--- src/sv/bpm_pkg.sv ---
// ----------------------------------------------------------------------------
// Bracket pair matcher package
// Sizes, result kinds and the record passed between the control stage and the
// output stage of the bracket pair matcher.
// ----------------------------------------------------------------------------
package bpm_pkg;

  // Table and stack bounds, and the width of a character position.
  localparam int unsigned MAX_ENTRIES = 32768;
  localparam int unsigned STACK_DEPTH = 1024;
  localparam int unsigned POS_WIDTH   = 16;

  // Derived widths.
  localparam int unsigned ADDR_W = $clog2(STACK_DEPTH);
  localparam int unsigned TOP_W  = $clog2(STACK_DEPTH + 1);
  localparam int unsigned CNT_W  = $clog2(MAX_ENTRIES + 1);
  localparam int unsigned POS_W  = POS_WIDTH + 1;

  // Characters that act on the stack.
  localparam logic [7:0] SYM_OPEN  = 8'h5B;
  localparam logic [7:0] SYM_CLOSE = 8'h5D;

  // Result kinds.
  typedef enum logic [2:0] {
    KIND_ENTRY      = 3'd0,
    KIND_SUMMARY    = 3'd1,
    KIND_UNMATCHED  = 3'd2,
    KIND_TABLE_FULL = 3'd3,
    KIND_STACK_OVF  = 3'd4,
    KIND_TOO_LONG   = 3'd5
  } kind_e;

  // One pending result: its kind, the character position and the entry count
  // at the time the character was taken.
  typedef struct packed {
    kind_e             kind;
    logic [POS_W-1:0]  pos;
    logic [CNT_W-1:0]  cnt;
  } desc_t;

  // Stack memory request issued by the control stage.
  typedef struct packed {
    logic                  we;
    logic [ADDR_W-1:0]     waddr;
    logic [POS_WIDTH-1:0]  wdata;
    logic                  re;
    logic [ADDR_W-1:0]     raddr;
  } ram_req_t;

endpackage

--- src/sv/bpm_if.sv ---
// ----------------------------------------------------------------------------
// Bracket pair matcher channels
// Valid/ready channels for program characters and for jump table results.
// ----------------------------------------------------------------------------
interface bpm_in_if;
  logic       valid;
  logic       ready;
  logic [7:0] symbol;
  logic       end_of_program;

  modport source(output valid, symbol, end_of_program, input ready);
  modport sink(input valid, symbol, end_of_program, output ready);
endinterface


--- src/sv/bpm_ctrl.sv ---
// ----------------------------------------------------------------------------
// Bracket pair matcher control stage
// Takes one character per cycle unless stalled, keeps stack pointer, position,
// entry count and sticky error, drives stack RAM, queues one result record.
// ----------------------------------------------------------------------------
module bpm_ctrl (
  input  logic                clk_i,
  input  logic                rst_ni,
  bpm_in_if.sink              in_i,
  output logic                s1_valid_o,
  output bpm_pkg::desc_t      s1_desc_o,
  input  logic                s1_take_i,
  output bpm_pkg::ram_req_t   ram_req_o
);

  logic                          acc;
  logic [bpm_pkg::TOP_W-1:0]     top_q, top_d;
  logic [bpm_pkg::POS_W-1:0]     pos_q, pos_d;
  logic [bpm_pkg::CNT_W-1:0]     cnt_q, cnt_d;
  logic                          err_q, err_d;
  logic                          s1_valid_q, s1_valid_d;
  bpm_pkg::desc_t                s1_desc_q, s1_desc_d;
  logic [bpm_pkg::CNT_W:0]       cnt_plus2;

  // A new character is taken whenever the result slot is free or drains now.
  assign in_i.ready = !s1_valid_q || s1_take_i;
  assign acc        = in_i.valid && in_i.ready;
  assign cnt_plus2  = {1'b0, cnt_q} + (bpm_pkg::CNT_W + 1)'(2);

  // Character handling: every state update happens in the transfer cycle.
  always_comb begin
    top_d      = top_q;
    pos_d      = pos_q;
    cnt_d      = cnt_q;
    err_d      = err_q;
    s1_valid_d = s1_valid_q && !s1_take_i;
    s1_desc_d  = s1_desc_q;
    ram_req_o  = '0;

    if (acc) begin
      if (in_i.end_of_program) begin
        // Summary with the final count, then back to the reset state.
        s1_valid_d     = 1'b1;
        s1_desc_d.kind = bpm_pkg::KIND_SUMMARY;
        s1_desc_d.pos  = '0;
        s1_desc_d.cnt  = cnt_q;
        top_d          = '0;
        pos_d          = '0;
        cnt_d          = '0;
        err_d          = 1'b0;
      end else if (!err_q) begin
        // The position counter stops one past the largest position.
        if (!pos_q[bpm_pkg::POS_WIDTH]) begin
          pos_d = pos_q + bpm_pkg::POS_W'(1);
        end
        s1_desc_d.pos = pos_q;
        s1_desc_d.cnt = cnt_q;

        if (pos_q[bpm_pkg::POS_WIDTH]) begin
          err_d          = 1'b1;
          s1_valid_d     = 1'b1;
          s1_desc_d.kind = bpm_pkg::KIND_TOO_LONG;
        end else if (in_i.symbol == bpm_pkg::SYM_OPEN) begin
          if (top_q == bpm_pkg::TOP_W'(bpm_pkg::STACK_DEPTH)) begin
            err_d          = 1'b1;
            s1_valid_d     = 1'b1;
            s1_desc_d.kind = bpm_pkg::KIND_STACK_OVF;
          end else begin
            ram_req_o.we    = 1'b1;
            ram_req_o.waddr = top_q[bpm_pkg::ADDR_W-1:0];
            ram_req_o.wdata = pos_q[bpm_pkg::POS_WIDTH-1:0];
            top_d           = top_q + bpm_pkg::TOP_W'(1);
          end
        end else if (in_i.symbol == bpm_pkg::SYM_CLOSE) begin
          if (top_q == '0) begin
            err_d          = 1'b1;
            s1_valid_d     = 1'b1;
            s1_desc_d.kind = bpm_pkg::KIND_UNMATCHED;
          end else if (cnt_plus2 > (bpm_pkg::CNT_W + 1)'(bpm_pkg::MAX_ENTRIES)) begin
            err_d          = 1'b1;
            s1_valid_d     = 1'b1;
            s1_desc_d.kind = bpm_pkg::KIND_TABLE_FULL;
          end else begin
            // Pop: the open position arrives from the RAM next cycle.
            top_d           = top_q - bpm_pkg::TOP_W'(1);
            ram_req_o.re    = 1'b1;
            ram_req_o.raddr = top_d[bpm_pkg::ADDR_W-1:0];
            cnt_d           = cnt_plus2[bpm_pkg::CNT_W-1:0];
            s1_valid_d      = 1'b1;
            s1_desc_d.kind  = bpm_pkg::KIND_ENTRY;
          end
        end
      end
    end
  end

  // Control state.
  always_ff @(posedge clk_i or negedge rst_ni) begin
    if (!rst_ni) begin
      top_q      <= '0;
      pos_q      <= '0;
      cnt_q      <= '0;
      err_q      <= 1'b0;
      s1_valid_q <= 1'b0;
    end else begin
      top_q      <= top_d;
      pos_q      <= pos_d;
      cnt_q      <= cnt_d;
      err_q      <= err_d;
      s1_valid_q <= s1_valid_d;
    end
  end

  // Result record.
  always_ff @(posedge clk_i) begin
    s1_desc_q <= s1_desc_d;
  end

  assign s1_valid_o = s1_valid_q;
  assign s1_desc_o  = s1_desc_q;

  // The stack pointer never passes the stack depth.
  a_top_bound: assert property (@(posedge clk_i) disable iff (!rst_ni)
    top_q <= bpm_pkg::TOP_W'(bpm_pkg::STACK_DEPTH))
    else $error("stack pointer beyond stack depth");

  // Entries come in pairs and never exceed the table size.
  a_cnt_bound: assert property (@(posedge clk_i) disable iff (!rst_ni)
    !cnt_q[0] && (cnt_q <= bpm_pkg::CNT_W'(bpm_pkg::MAX_ENTRIES)))
    else $error("entry count odd or beyond table size");

  // One character either pushes or pops, never both.
  a_rw_excl: assert property (@(posedge clk_i) disable iff (!rst_ni)
    !(ram_req_o.we && ram_req_o.re))
    else $error("stack RAM read and write in the same cycle");

  // An end transfer leaves the block in its reset state.
  a_end_clear: assert property (@(posedge clk_i) disable iff (!rst_ni)
    acc && in_i.end_of_program |=> (top_q == '0) && (cnt_q == '0) && !err_q
                                    && (pos_q == '0))
    else $error("state not cleared after end of program");

endmodule

--- src/flat_wrapper.sv ---
// flat-port wrapper written by rule: the top's interface ports become plain ports
module bpm_ctrl_flat 
  (clk_i, rst_ni, s1_valid_o, s1_desc_o, s1_take_i, ram_req_o, in_i_valid, in_i_symbol, in_i_end_of_program, in_i_ready);
  bpm_in_if in_i_i ();
  input  logic clk_i;
  input  logic rst_ni;
  output logic s1_valid_o;
  output bpm_pkg::desc_t s1_desc_o;
  input  logic s1_take_i;
  output bpm_pkg::ram_req_t ram_req_o;
  input wire logic [$bits(in_i_i.valid)-1:0] in_i_valid;
  input wire logic [$bits(in_i_i.symbol)-1:0] in_i_symbol;
  input wire logic [$bits(in_i_i.end_of_program)-1:0] in_i_end_of_program;
  output wire logic [$bits(in_i_i.ready)-1:0] in_i_ready;
  assign in_i_i.valid = in_i_valid;
  assign in_i_i.symbol = in_i_symbol;
  assign in_i_i.end_of_program = in_i_end_of_program;
  assign in_i_ready = in_i_i.ready;
  bpm_ctrl u_core (.clk_i(clk_i), .rst_ni(rst_ni), .in_i(in_i_i), .s1_valid_o(s1_valid_o), .s1_desc_o(s1_desc_o), .s1_take_i(s1_take_i), .ram_req_o(ram_req_o));
endmodule
--- config.mk ---
export PLATFORM = sky130hd
export DESIGN_NAME = bpm_ctrl_flat
export DESIGN_NICKNAME = d
export VERILOG_FILES = /design/src/sv/bpm_pkg.sv /design/src/sv/bpm_if.sv /design/src/sv/bpm_ctrl.sv /design/src/flat_wrapper.sv
export SDC_FILE = /design/constraint.sdc
export NUM_CORES = 1
export LEC_CHECK = 0
export BUFFER_PORTS_ARGS = -buffer_cell sky130_fd_sc_hd__buf_2
export CAP_MARGIN = 30
export CORE_MARGIN = 2
export CORE_UTILIZATION = 56
export CTS_CLUSTER_DIAMETER = 60
export DETAILED_ROUTE_END_ITERATION = 8
export PLACE_DENSITY = 0.86
export SLEW_MARGIN = 20
export SYNTH_ARGS = -nofsm -noshare
export SYNTH_HDL_FRONTEND = slang
export SYNTH_SLANG_ARGS = --single-unit
--- constraint.sdc ---
create_clock -name clk_i -period 3.49 [get_ports clk_i]
set_input_delay 0.1745 -clock clk_i [delete_from_list [all_inputs] [get_ports clk_i]]
set_output_delay 0.1745 -clock clk_i [all_outputs]
set_load 0.02 [all_outputs]
==> results.py <==
metrics = {
    "outcome": {
        "status": "complete, no violations",
    },
    "sta": {
        "tightest_slew_ns": 0.816,
        "setup_slack_ns": 0.145,
        "fin_tns_setup_ns": 0,
        "layout_worst_path_cycle_share_pct": 95.8,
        "slew_violations": 0,
        "finalCriticalPeriod_ns": 3.34,
        "slew_headroom_pct": 44.9,
        "final.setup_skew_ns": 0.0108,
        "rsz0062_at_grt": "false",
        "fmax_mhz": 299,
        "setup_viol": 0,
        "hold_violations": 0,
    },
    "min_path": {
        "min_to": "u_core.s1_valid_o",
        "min_path_cells": 3,
        "worstHoldPathType": "in -> reg",
        "hold_start": "s1_take_i",
    },
    "grt": {
        "track_usage_pct": 25.9,
        "grt_pass1_wl_um": 18400,
        "grt-ovfl-total": 0,
        "antenna_found_initial": 0,
        "grt_max_degree": 60,
        "grt_pass1_vias": 3844,
    },
    "drt": {
        "wl_per_cell_um": 16.3,
        "ant_nets": 0,
        "dr.pass1.iters": 6,
        "drc": 0,
        "routed_wirelength_um": 11100,
        "drt-initial-drc-count": 252,
        "vias": 4110,
        "routed_via_density": 6.00,
    },
    "power": {
        "peakVddDrop_mv": 0.298,
        "swShare_pct": 32.7,
        "p_clk_share_pct": 31.2,
        "p_seq_share_pct": 42.8,
        "p_int_mw": 1.84,
        "power.density_mw_per_mm2": 501,
        "p_leak_nw": 2.38,
        "comb_power_share_pct": 26.0,
        "power.switching_uw": 891,
    },
    "clocking": {
        "cts_tree": "yes",
        "cts-buffers-inserted": 9,
        "cts_root_buffer": "clkbuf_8",
        "h-tree-depth": 3,
        "clock_latency_ns": 0.36,
        "clockBufferDepth": 2,
        "cts_num_sinks": 80,
        "clkSlewWorstSetupHoldPaths_ns": 0.09,
    },
    "yosys": {
        "syn_nets": 522,
        "ys_ff_latch": 80,
        "synth_top_cell_by_area": "dfrtp_1",
        "synthArstFlopShare_pct": 56.3,
        "synth.cell_area_mm2": 0.00468,
        "ys_warn_count": 0,
        "seq_area_frac_synth_pct": 46.5,
        "synthTopCellsByArea": "dfrtp_1, edfxtp_1, nor2_1",
        "synth_edf_count": 35,
        "yosys.area.top_type_share_pct": 24.0,
        "postSynthCellCount": 505,
        "ys_types": 68,
        "synth_flop_cell": "dfrtp_1",
        "syn_avg_cell_area_um2": 9.27,
    },
    "final_layout": {
        "fin_util_pct": 66.7,
        "layout.nets": 592,
        "design_area_mm2": 0.00545,
        "diodes": 0,
        "area_growth_pct": 16.4,
        "drive_gt1_share_pct": 21.9,
    },
    "die": {
        "ioPinCount": 89,
        "start_util_pct": 57.3,
        "coreArea_mm2": 0.00818,
        "die-area_mm2": 0.00911,
        "die_w_um": 95.5,
        "rows": 33,
        "die_h_um": 95.5,
    },
    "worst_setup_path": {
        "timing_worst_setup_path_type": "reg -> out",
        "max_stage_delay_ns": 0.51,
        "crit_buf_inv": 1,
        "crit_path_start_kind": "flip-flop",
        "worstRegToRegCells": 8,
        "cp_cell_sequence": "ha_2 -> and4_4 -> or4b_4 -> a2111oi_2 -> nor2_1 -> o21bai_2 -> nand3_4 -> a21oi_1 -> buf_2",
        "r2r_setup_slack_ns": 0.30,
        "crit_family": "simple AND/OR/NAND/NOR gates",
        "path_max_fanout": 11,
        "worstPathRequired_ns": 3.32,
        "critPathSlowestCell": "or4b_4",
        "r2r_end": "u_core.cnt_q[8]",
        "arrival_ns": 3.17,
        "r2r-start": "u_core.cnt_q[1]",
        "crit_path_end_kind": "output port",
    },
    "placement": {
        "place_area_mm2": 0.00516,
        "hpwl_um": 7590,
        "routabilityCongestion": 0.962,
        "io_buffers": 87,
        "dpl_worst_slack_ns": 0.165,
    },
    "job": {
        "cap_viol_max_count": 0,
    },
}
-- metal layers --
metal	vias up	track usage, %	share of wire, %
li1	1939	-	-
met1	1965	34.7	42
met2	176	41.5	49
met3	30	4.82	6.7
met4	0	10.7	1.8
met5	-	0	0
-- worst min-delay path, stage by stage --
cell,delay [ns]
buf_2,0.10
inv_1,0.04
a21o_1,0.10
-- kinds of logic after synthesis --
| family | synth area share [%] |
|---|---|
| AOI/OAI and AO/OA | 13.4 |
| xor gates and xnor gates | 4.68 |
| adders and majority gates | 1.07 |
| buffers and inverters | 4.62 |
| DFF | 46.5 |
| muxes | 2.03 |
| other | 0.0801 |
| and+or+nand+nor | 27.7 |
-- flip-flops by register name, indices dropped and copies added, names as in the netlist --
name,flops
u_core.cnt_q,15
u_core.err_q,1
u_core.pos_q,17
u_core.s1_desc_o,35
u_core.s1_valid_o,1
u_core.top_q,11
-- worst max path at each step --
stage                    start              end  slack [ns]  depth (start not counted)
2_1_floorplan  u_core.cnt_q[1]     ram_req_o[2]        0.53                          9
3_3_place_gp   u_core.cnt_q[1]  u_core.cnt_q[8]        0.29                          8
3_5_place_dp   u_core.cnt_q[1]  u_core.cnt_q[7]        0.16                          8
4_1_cts        u_core.cnt_q[1]     ram_req_o[6]        0.07                          9
5_1_grt        u_core.cnt_q[1]     ram_req_o[6]       0.009                          9
6_report       u_core.cnt_q[1]     ram_req_o[6]        0.15                          9
-- metrics by stage --
step | total power [mW] | hold slack, ns | std cells
global route | 2.87 | 0.0987 | 685
CTS | 2.72 | 0.0728 | 685
detailed placement | 1.87 | 0.123 | 668
global placement | 1.83 | 0.405 | 667
finish | 2.73 | 0.0830 | 685
floorplan | 1.70 | -0.121 | 505
-- power by group through the flow --
stage / sequential (mW) / clock [mW] / combinational, mW
2_1_floorplan: 1.16 / 0 / 0.540
3_3_place_gp: 1.17 / 0 / 0.661
3_5_place_dp: 1.18 / 0 / 0.685
4_1_cts: 1.16 / 0.862 / 0.700
5_1_grt: 1.18 / 0.900 / 0.786
6_report: 1.17 / 0.852 / 0.710
-- layout by cell type, fill, tap and decap left out, drive strengths merged, types with 3 or more instances in the layout --
master	count
ha	4
and2	29
or4	4
xor2	10
or2	3
a22oi	3
o21ai	17
nand2b	6
mux2i	5
nand4	5
buf	96
mux2	4
a21boi	7
clkbuf	10
edfxtp	35
o211ai	4
a41o	5
nor3	14
nor2	66
a21oi	17
nand2	30
a31oi	8
and3	10
nor4	8
or3	7
dfrtp	45
nand3b	4
bufinv	3
inv	13
xnor2	15
clkinv	3
nand3	32
nor2b	19
-- area by class of cell --
class,count,area [um2]
Clock buffer,10,138
Multi-Input combinational cell,374,2310
Tap cell,105,131
Fill cell,638,2730
Clock inverter,6,116
Inverter,13,48.8
Timing Repair Buffer,97,526
Sequential cell,80,2180
-- cells in the mapped netlist, drive strengths merged, types with 3 or more instances --
library cell  count
nor2             66
dfrtp            45
edfxtp           35
nand3            32
nand2            30
and2             29
clkbuf           28
nor2b            19
a21oi            17
o21ai            17
xnor2            15
nor3             14
inv              13
and3             10
buf              10
xor2             10
a31oi             8
nor4              8
a21boi            7
or3               7
nand2b            6
a41o              5
mux2i             5
nand4             5
ha                4
mux2              4
nand3b            4
o211ai            4
or4               4
a22oi             3
or2               3
-- timing repair --
item | CTS | global route
setup endpoints to repair | 11 | 25
buffers inserted | 0 | 0
endpoints found under the hold margin | 15 | 0
hold buffers | 1 | 0
gates cloned | 0 | 0
resized for setup | 3 | 4
Note: power is estimated with default switching activity, not from simulation.
