**config.mk**
```make
export PLATFORM = sky130hd
export DESIGN_NAME = bpm_out_flat
export DESIGN_NICKNAME = d
export VERILOG_FILES = /design/src/sv/bpm_pkg.sv /design/src/sv/bpm_if.sv /design/src/sv/bpm_out.sv /design/src/flat_wrapper.sv
export SDC_FILE = /design/constraint.sdc
export NUM_CORES = 1
export LEC_CHECK = 0
export BUFFER_PORTS_ARGS = -buffer_cell sky130_fd_sc_hd__buf_2
export CORE_MARGIN = 2
export CORE_UTILIZATION = 46
export CTS_BUF_LIST = sky130_fd_sc_hd__clkbuf_8 sky130_fd_sc_hd__clkbuf_16
export CTS_CLUSTER_SIZE = 10
export DETAILED_ROUTE_END_ITERATION = 16
export PLACE_DENSITY = 0.73
export SYNTH_ARGS = -nofsm -noshare
export SYNTH_HDL_FRONTEND = slang
export SYNTH_SLANG_ARGS = --single-unit
export TNS_END_PERCENT = 50
```
**constraint.sdc**
```tcl
create_clock -name clk_i -period 2.7 [get_ports clk_i]
set_clock_uncertainty 0.1 [all_clocks]
set_input_delay 0.675 -clock clk_i [delete_from_list [all_inputs] [get_ports clk_i]]
set_output_delay 0.675 -clock clk_i [all_outputs]
set_load 0.05 [all_outputs]
```
**src/sv/bpm_pkg.sv**
```systemverilog
// ----------------------------------------------------------------------------
// Bracket pair matcher package
// Sizes, result kinds and the record passed between the control stage and the
// output stage of the bracket pair matcher.
// ----------------------------------------------------------------------------
package bpm_pkg;

  // Table and stack bounds, and the width of a character position.
  localparam int unsigned MAX_ENTRIES = 32768;
  localparam int unsigned STACK_DEPTH = 1024;
  localparam int unsigned POS_WIDTH   = 16;

  // Derived widths.
  localparam int unsigned ADDR_W = $clog2(STACK_DEPTH);
  localparam int unsigned TOP_W  = $clog2(STACK_DEPTH + 1);
  localparam int unsigned CNT_W  = $clog2(MAX_ENTRIES + 1);
  localparam int unsigned POS_W  = POS_WIDTH + 1;

  // Characters that act on the stack.
  localparam logic [7:0] SYM_OPEN  = 8'h5B;
  localparam logic [7:0] SYM_CLOSE = 8'h5D;

  // Result kinds.
  typedef enum logic [2:0] {
    KIND_ENTRY      = 3'd0,
    KIND_SUMMARY    = 3'd1,
    KIND_UNMATCHED  = 3'd2,
    KIND_TABLE_FULL = 3'd3,
    KIND_STACK_OVF  = 3'd4,
    KIND_TOO_LONG   = 3'd5
  } kind_e;

  // One pending result: its kind, the character position and the entry count
  // at the time the character was taken.
  typedef struct packed {
    kind_e             kind;
    logic [POS_W-1:0]  pos;
    logic [CNT_W-1:0]  cnt;
  } desc_t;

  // Stack memory request issued by the control stage.
  typedef struct packed {
    logic                  we;
    logic [ADDR_W-1:0]     waddr;
    logic [POS_WIDTH-1:0]  wdata;
    logic                  re;
    logic [ADDR_W-1:0]     raddr;
  } ram_req_t;

endpackage

```
**src/sv/bpm_if.sv**
```systemverilog


interface bpm_out_if;
  logic        valid;
  logic        ready;
  logic [2:0]  kind;
  logic [15:0] from_pos;
  logic [15:0] to_pos;
  logic [14:0] entry_index;
  logic [15:0] entry_total;
  logic        last;

  modport source(output valid, kind, from_pos, to_pos, entry_index, entry_total, last,
                 input ready);
  modport sink(input valid, kind, from_pos, to_pos, entry_index, entry_total, last,
               output ready);
endinterface

```
**src/sv/bpm_out.sv**
```systemverilog
// ----------------------------------------------------------------------------
// Bracket pair matcher output stage
// Output register that turns one result record into one or two transfers;
// a matched pair gives the open-to-close entry, then the close-to-open one.
// ----------------------------------------------------------------------------
module bpm_out (
  input  logic                          clk_i,
  input  logic                          rst_ni,
  input  logic                          s1_valid_i,
  input  bpm_pkg::desc_t                s1_desc_i,
  input  logic [bpm_pkg::POS_WIDTH-1:0] rd_data_i,
  output logic                          s1_take_o,
  bpm_out_if.source                     out_o
);

  logic           valid_q;
  logic           pend_q;
  logic           last_q;
  bpm_pkg::kind_e kind_q;
  logic [15:0]    from_q;
  logic [15:0]    to_q;
  logic [14:0]    idx_q;
  logic [15:0]    total_q;
  logic           out_free;
  logic           is_entry;

  // The register can load when empty or when its final transfer completes.
  assign out_free  = !valid_q || (out_o.ready && last_q);
  assign s1_take_o = s1_valid_i && out_free;
  assign is_entry  = (s1_desc_i.kind == bpm_pkg::KIND_ENTRY);

  // Handshake state.
  always_ff @(posedge clk_i or negedge rst_ni) begin
    if (!rst_ni) begin
      valid_q <= 1'b0;
      pend_q  <= 1'b0;
      last_q  <= 1'b0;
    end else if (s1_take_o) begin
      valid_q <= 1'b1;
      pend_q  <= is_entry;
      last_q  <= !is_entry;
    end else if (valid_q && out_o.ready) begin
      if (pend_q) begin
        pend_q <= 1'b0;
        last_q <= 1'b1;
      end else begin
        valid_q <= 1'b0;
      end
    end
  end

  // Result fields: load a record, or step to the second entry of a pair.
  always_ff @(posedge clk_i) begin
    if (s1_take_o) begin
      kind_q <= s1_desc_i.kind;
      if (is_entry) begin
        from_q  <= 16'(rd_data_i);
        to_q    <= 16'(s1_desc_i.pos);
        idx_q   <= 15'(s1_desc_i.cnt);
        total_q <= 16'(s1_desc_i.cnt + bpm_pkg::CNT_W'(1));
      end else begin
        from_q  <= (s1_desc_i.kind == bpm_pkg::KIND_SUMMARY) ? 16'd0
                                                             : 16'(s1_desc_i.pos);
        to_q    <= 16'd0;
        idx_q   <= 15'd0;
        total_q <= 16'(s1_desc_i.cnt);
      end
    end else if (valid_q && out_o.ready && pend_q) begin
      from_q  <= to_q;
      to_q    <= from_q;
      idx_q   <= idx_q + 15'd1;
      total_q <= total_q + 16'd1;
    end
  end

  assign out_o.valid       = valid_q;
  assign out_o.kind        = kind_q;
  assign out_o.from_pos    = from_q;
  assign out_o.to_pos      = to_q;
  assign out_o.entry_index = idx_q;
  assign out_o.entry_total = total_q;
  assign out_o.last        = last_q;

  // A second entry is pending only behind a shown first entry.
  a_pend_first: assert property (@(posedge clk_i) disable iff (!rst_ni)
    pend_q |-> valid_q && !last_q && (kind_q == bpm_pkg::KIND_ENTRY))
    else $error("pending second entry without a shown first entry");

endmodule

```
**src/flat_wrapper.sv**
```systemverilog
// flat-port wrapper written by rule: the top's interface ports become plain ports
module bpm_out_flat 
  (clk_i, rst_ni, s1_valid_i, s1_desc_i, rd_data_i, s1_take_o, out_o_valid, out_o_kind, out_o_from_pos, out_o_to_pos, out_o_entry_index, out_o_entry_total, out_o_last, out_o_ready);
  bpm_out_if out_o_i ();
  input  logic clk_i;
  input  logic rst_ni;
  input  logic s1_valid_i;
  input  bpm_pkg::desc_t s1_desc_i;
  input  logic [bpm_pkg::POS_WIDTH-1:0] rd_data_i;
  output logic s1_take_o;
  output wire logic [$bits(out_o_i.valid)-1:0] out_o_valid;
  output wire logic [$bits(out_o_i.kind)-1:0] out_o_kind;
  output wire logic [$bits(out_o_i.from_pos)-1:0] out_o_from_pos;
  output wire logic [$bits(out_o_i.to_pos)-1:0] out_o_to_pos;
  output wire logic [$bits(out_o_i.entry_index)-1:0] out_o_entry_index;
  output wire logic [$bits(out_o_i.entry_total)-1:0] out_o_entry_total;
  output wire logic [$bits(out_o_i.last)-1:0] out_o_last;
  input wire logic [$bits(out_o_i.ready)-1:0] out_o_ready;
  assign out_o_valid = out_o_i.valid;
  assign out_o_kind = out_o_i.kind;
  assign out_o_from_pos = out_o_i.from_pos;
  assign out_o_to_pos = out_o_i.to_pos;
  assign out_o_entry_index = out_o_i.entry_index;
  assign out_o_entry_total = out_o_i.entry_total;
  assign out_o_last = out_o_i.last;
  assign out_o_i.ready = out_o_ready;
  bpm_out u_core (.clk_i(clk_i), .rst_ni(rst_ni), .s1_valid_i(s1_valid_i), .s1_desc_i(s1_desc_i), .rd_data_i(rd_data_i), .s1_take_o(s1_take_o), .out_o(out_o_i));
endmodule
```
==> tab_implementation.tex <==
\begin{tabular}{lr}
\hline
Metric & Value \\
\hline
\multicolumn{2}{l}{\textbf{Logic synthesis}} \\
\quad Most common library cells after synthesis & 74 x sky130\_fd\_sc\_hd\_\_nand2\_1, 66 x sky130\_fd\_sc\_hd\_\_edfxtp\_1, 41 x sky130\_fd\_sc\_hd\_\_nand3\_1, 32 x sky130\_fd\_sc\_hd\_\_o21ai\_0, 28 x sky130\_fd\_sc\_hd\_\_xnor2\_1 \\
\quad Compound-gate portion of the synthesized area & 7.82\% \\
\quad Synth Area in Simple Gates & 22.7\% \\
\quad Syn avg cell area & between 9 and 10 µm² \\
\quad Synthesized cell area & 0.00382 mm² \\
\quad Async SR Flop Fraction & 4.35\% \\
\quad Synth Area in Adders & under 10\% \\
\quad Synthesized Nets & around 450 \\
\quad Dominant combinational cell family by area after synthesis & simple AND/OR/NAND/NOR gates \\
\quad Synth warnings & 0 \\
\quad Count of cell types in the netlist & 26 \\
\quad Ranking of synthesized cells by area & sky130\_fd\_sc\_hd\_\_edfxtp\_1 52\%, sky130\_fd\_sc\_hd\_\_nand2\_1 7.3\%, sky130\_fd\_sc\_hd\_\_xnor2\_1 6.4\% \\
\quad Share of Yosys cell area claimed by the top area cell type & 51.8\% \\
\quad Primary flip-flop cell chosen by synthesis mapping & sky130\_fd\_sc\_hd\_\_edfxtp\_1 \\
\quad Seq/Total Area, Yosys & 53.8\% \\
\quad Total of flip-flops plus latches after synthesis & 69 \\
\quad Post-Synthesis Cells & 388 \\
\quad Cell with the most instances after synthesis & sky130\_fd\_sc\_hd\_\_nand2\_1 \\
\quad Number of enable flip-flop cells after synthesis & 66 \\
\quad Mux cell area share after synthesis & 2.09\% \\
\quad Largest area contributor in the synthesized netlist & sky130\_fd\_sc\_hd\_\_edfxtp\_1 \\
\quad Parity-gate share of the synthesized area counting xor and xnor cells & 9.39\% \\
\multicolumn{2}{l}{\textbf{Floorplan}} \\
\quad Die Span Y & 95.2 µm \\
\quad Floorplan die width & 95.2 µm \\
\quad Placement Rows & 33 \\
\quad Initial core utilization & a little under half \\
\quad DIE AREA & 0.00906 mm² \\
\quad Core Footprint & 0.00813 mm² \\
\quad Ports placed on the boundary & 125 \\
\multicolumn{2}{l}{\textbf{Critical path}} \\
\quad WP data arrival & 1.32 ns \\
\quad Timing startpoint of the critical path & out\_o\_ready \\
\quad Capturing element of the worst setup path & s1\_take\_o \\
\quad Reg2reg path depth & 5 \\
\quad Critical Path Start Type & input port \\
\quad R2R setup slack & 0.82 ns \\
\quad Worst setup path category & input port to output port \\
\quad Worst r2r dst & u\_core.out\_o.entry\_total[14]\$\_DFFE\_PP\_ \\
\quad Critical path endpoint category & output port \\
\quad R2R Path Start & u\_core.out\_o.entry\_total[2]\$\_DFFE\_PP\_ \\
\quad Data required time of the critical path & 1.92 ns \\
\quad Biggest fanout along the worst timing path & 4 \\
\multicolumn{2}{l}{\textbf{Timing}} \\
\quad Post-route fraction of the period consumed by the critical path & approximately 78\% \\
\quad Final Hold Vio Count & 0 \\
\quad Total Negative Setup Slacks & 0 ns \\
\quad Achievable clock frequency & between 0.4 and 0.5 GHz \\
\quad Pin slew with the least headroom to its limit & between 0.5 and 0.6 ns \\
\quad Max Transition Viols Final & 0 \\
\quad Headroom to the max-slew limit & 61.4\% \\
\quad Final-report setup violation count & 0 \\
\quad RSZ-0062 raised after global routing & no \\
\quad Minimum setup slack in the final design & 0.600 ns \\
\quad Post-layout min period & between 2 and 2.5 ns \\
\quad Fin Hold WS & 0.434 ns \\
\multicolumn{2}{l}{\textbf{Routing}} \\
\quad DRT Wirelength & 9130 µm \\
\quad Via count normalized by instance count & 5.25 \\
\quad Post-detailed-route count of antenna-violating nets & 0 \\
\quad 1st-iter DRT viols & 97 \\
\quad WL per Instance & 14.7 µm \\
\quad Detailed-route via count & between 3000 and 4000 \\
\quad DRC & 0 \\
\quad Iteration count of the initial detailed-routing pass & 4 \\
\multicolumn{2}{l}{\textbf{Global routing}} \\
\quad Met1 capacity usage during global routing & roughly 26\% \\
\quad Antenna violations before repair & 0 \\
\quad Global-route wire length before repair & 14600 µm \\
\quad Global-route met2 utilization & 34.6\% \\
\quad Total gr overflow & 0 \\
\quad Most crowded layer after global routing & met2 \\
\quad Maximum number of pins on one net before global-route repair & 51 \\
\quad Total Routing Usage GR & 20.8\% \\
\quad Number of global-route vias before repair & 3173 \\
\quad Global Route met3 Usage & around 6.7\% \\
\multicolumn{2}{l}{\textbf{Clock tree}} \\
\quad Clock latency at the later pin of the worst-skew pair & 0.34 ns \\
\quad Buffer cell driving the clock tree root & sky130\_fd\_sc\_hd\_\_clkbuf\_8 \\
\quad Post CTS Setup Buffer Count & 0 \\
\quad Number of buffers created by CTS & 9 \\
\quad Total clock sinks & 69 \\
\quad Maximum count of clock buffers along a single path & 2 \\
\quad CTS tree & built \\
\quad \# H-tree levels & 3 \\
\quad Clock input transition at the sequential cells of the worst setup and hold paths & 0.07 ns \\
\multicolumn{2}{l}{\textbf{Place}} \\
\quad Placed wire-length estimate after detailed placement & 6600 µm \\
\quad Port bufs & between 100 and 150 \\
\quad Placement Cell Area & roughly 0.0046 mm² \\
\quad Worst setup timing slack at the placement stage & about 0.38 ns \\
\quad Final RePlAce weighted congestion & 0.807 \\
\multicolumn{2}{l}{\textbf{Hold path}} \\
\quad Type of the worst min-delay path & register to register \\
\multicolumn{2}{l}{\textbf{Power}} \\
\quad Combinational power share & 29.7\% \\
\quad Power dissipated by switching net loads & 1.25 mW \\
\quad Net switching fraction of the power & a little under two fifths \\
\quad Power per cell area & 708 mW/mm² \\
\quad Power Internal & 2.14 mW \\
\quad Sequential group share of total power & 43.3\% \\
\quad Clk network pwr share & 27.0\% \\
\quad LEAKAGE & 1.93 nW \\
\quad VDD IR-drop max & 362 µV \\
\multicolumn{2}{l}{\textbf{Finish}} \\
\quad Fill cell count & 730 \\
\quad Layout cells sized above 1 & 29.8\% \\
\quad Area growth from synthesis to layout & 25.2\% \\
\quad Final net count & 569 \\
\quad Final core utilization & a little under 60\% \\
\quad Finished layout cell area & about 0.0048 mm² \\
\quad Total inserted antenna cells & 0 \\
\multicolumn{2}{l}{\textbf{Flow run}} \\
\quad Max-cap violation count & 0 \\
\multicolumn{2}{l}{\textbf{Status}} \\
\quad Outcome & finished, final reports clean \\
\hline
\end{tabular}
flip-flops by register name (all words and copies together) (netlist names):
name / count
u_core.out_o.entry_total: 16
u_core.out_o.kind: 3
u_core.out_o.last: 1
u_core.out_o.to_pos: 16
u_core.out_o.from_pos: 16
u_core.out_o.entry_index: 15
u_core.out_o.valid: 1
u_core.pend_q: 1
timing repair:
item / CTS / global route
resized for setup: 0 / 0
hold buffers: 1 / 0
hold endpoints to repair: 3 / 0
layout by cell type, fill, tap and decap left out, drive strengths merged, types with 4 or more instances in the layout:
| cell type | n |
|---|---|
| nand3 | 41 |
| nor3b | 16 |
| and4 | 5 |
| buf | 132 |
| nand2 | 74 |
| clkbuf | 9 |
| o21ai | 32 |
| nor3 | 4 |
| inv | 7 |
| xor2 | 13 |
| mux2i | 8 |
| nand4 | 12 |
| xnor2 | 28 |
| ha | 4 |
| nor2 | 19 |
| edfxtp | 66 |
| a21oi | 26 |
through the flow:
step | instances | power, mW
floorplan | 388 | 2.23
finish | 619 | 3.39
CTS | 619 | 3.41
detailed placement | 602 | 2.50
global route | 619 | 3.54
global placement | 602 | 2.48
area by class of cell:
class / instances / area, µm² / share of cell area (%)
well taps: 105 / 131 / 2.74
clock buffers: 9 / 124 / 2.59
flip-flops and latches: 69 / 2060 / 43.0
repair buffers: 133 / 693 / 14.5
inverters: 6 / 22.5 / 0.470
clock inverters: 7 / 92.6 / 1.93
multi-input cells: 290 / 1670 / 34.8
critical path: stages:
cell                      delay, ns
sky130_fd_sc_hd__buf_2         0.11
sky130_fd_sc_hd__nand2_1       0.06
sky130_fd_sc_hd__nand2_1       0.08
sky130_fd_sc_hd__nand2_2       0.08
sky130_fd_sc_hd__inv_2         0.07
sky130_fd_sc_hd__buf_2         0.26
worst min path at each step:
stage / startpoint / endpoint / slack, ns / depth (start not counted)
finish: u_core.out_o.from_pos[6]$_DFFE_PP_ / u_core.out_o.to_pos[6]$_DFFE_PP_ / 0.43 / 2
CTS: u_core.out_o.from_pos[6]$_DFFE_PP_ / u_core.out_o.to_pos[6]$_DFFE_PP_ / 0.44 / 2
detailed placement: rst_ni / u_core.out_o.valid$_DFFE_PN0P_ / 0.38 / 1
global route: u_core.out_o.from_pos[13]$_DFFE_PP_ / u_core.out_o.to_pos[13]$_DFFE_PP_ / 0.47 / 2
floorplan: rst_ni / u_core.out_o.last$_DFFE_PN0P_ / 0.28 / 0
global placement: rst_ni / u_core.out_o.valid$_DFFE_PN0P_ / 0.37 / 1
cells by family after synthesis:
family                     count (synthesis)
DFF                                       69
adders and majority gates                  4
and+or+nand+nor                          178
buffers and inverters                     29
xor gates and xnor gates                  41
AOI/OAI and AO/OA                         59
muxes                                      8
power by group through the flow:
stage / sequential (mW) / combinational, mW / clock, mW
final: 1.47 / 1.01 / 0.915
after global routing: 1.49 / 1.09 / 0.970
after CTS: 1.47 / 1.02 / 0.928
after detailed placement: 1.49 / 1.01 / 0
after global placement: 1.48 / 0.995 / 0
after floorplan: 1.93 / 0.304 / 0
routing by layer:
| metal | vias to the layer above | part of all wire, % |
|---|---|---|
| met4 | 0 | 1.4 |
| met2 | 108 | 47 |
| met3 | 10 | 8.3 |
| met5 | - | 0 |
| li1 | 1623 | - |
| met1 | 1509 | 43 |
No activity file was read; power rests on OpenSTA's default activity.
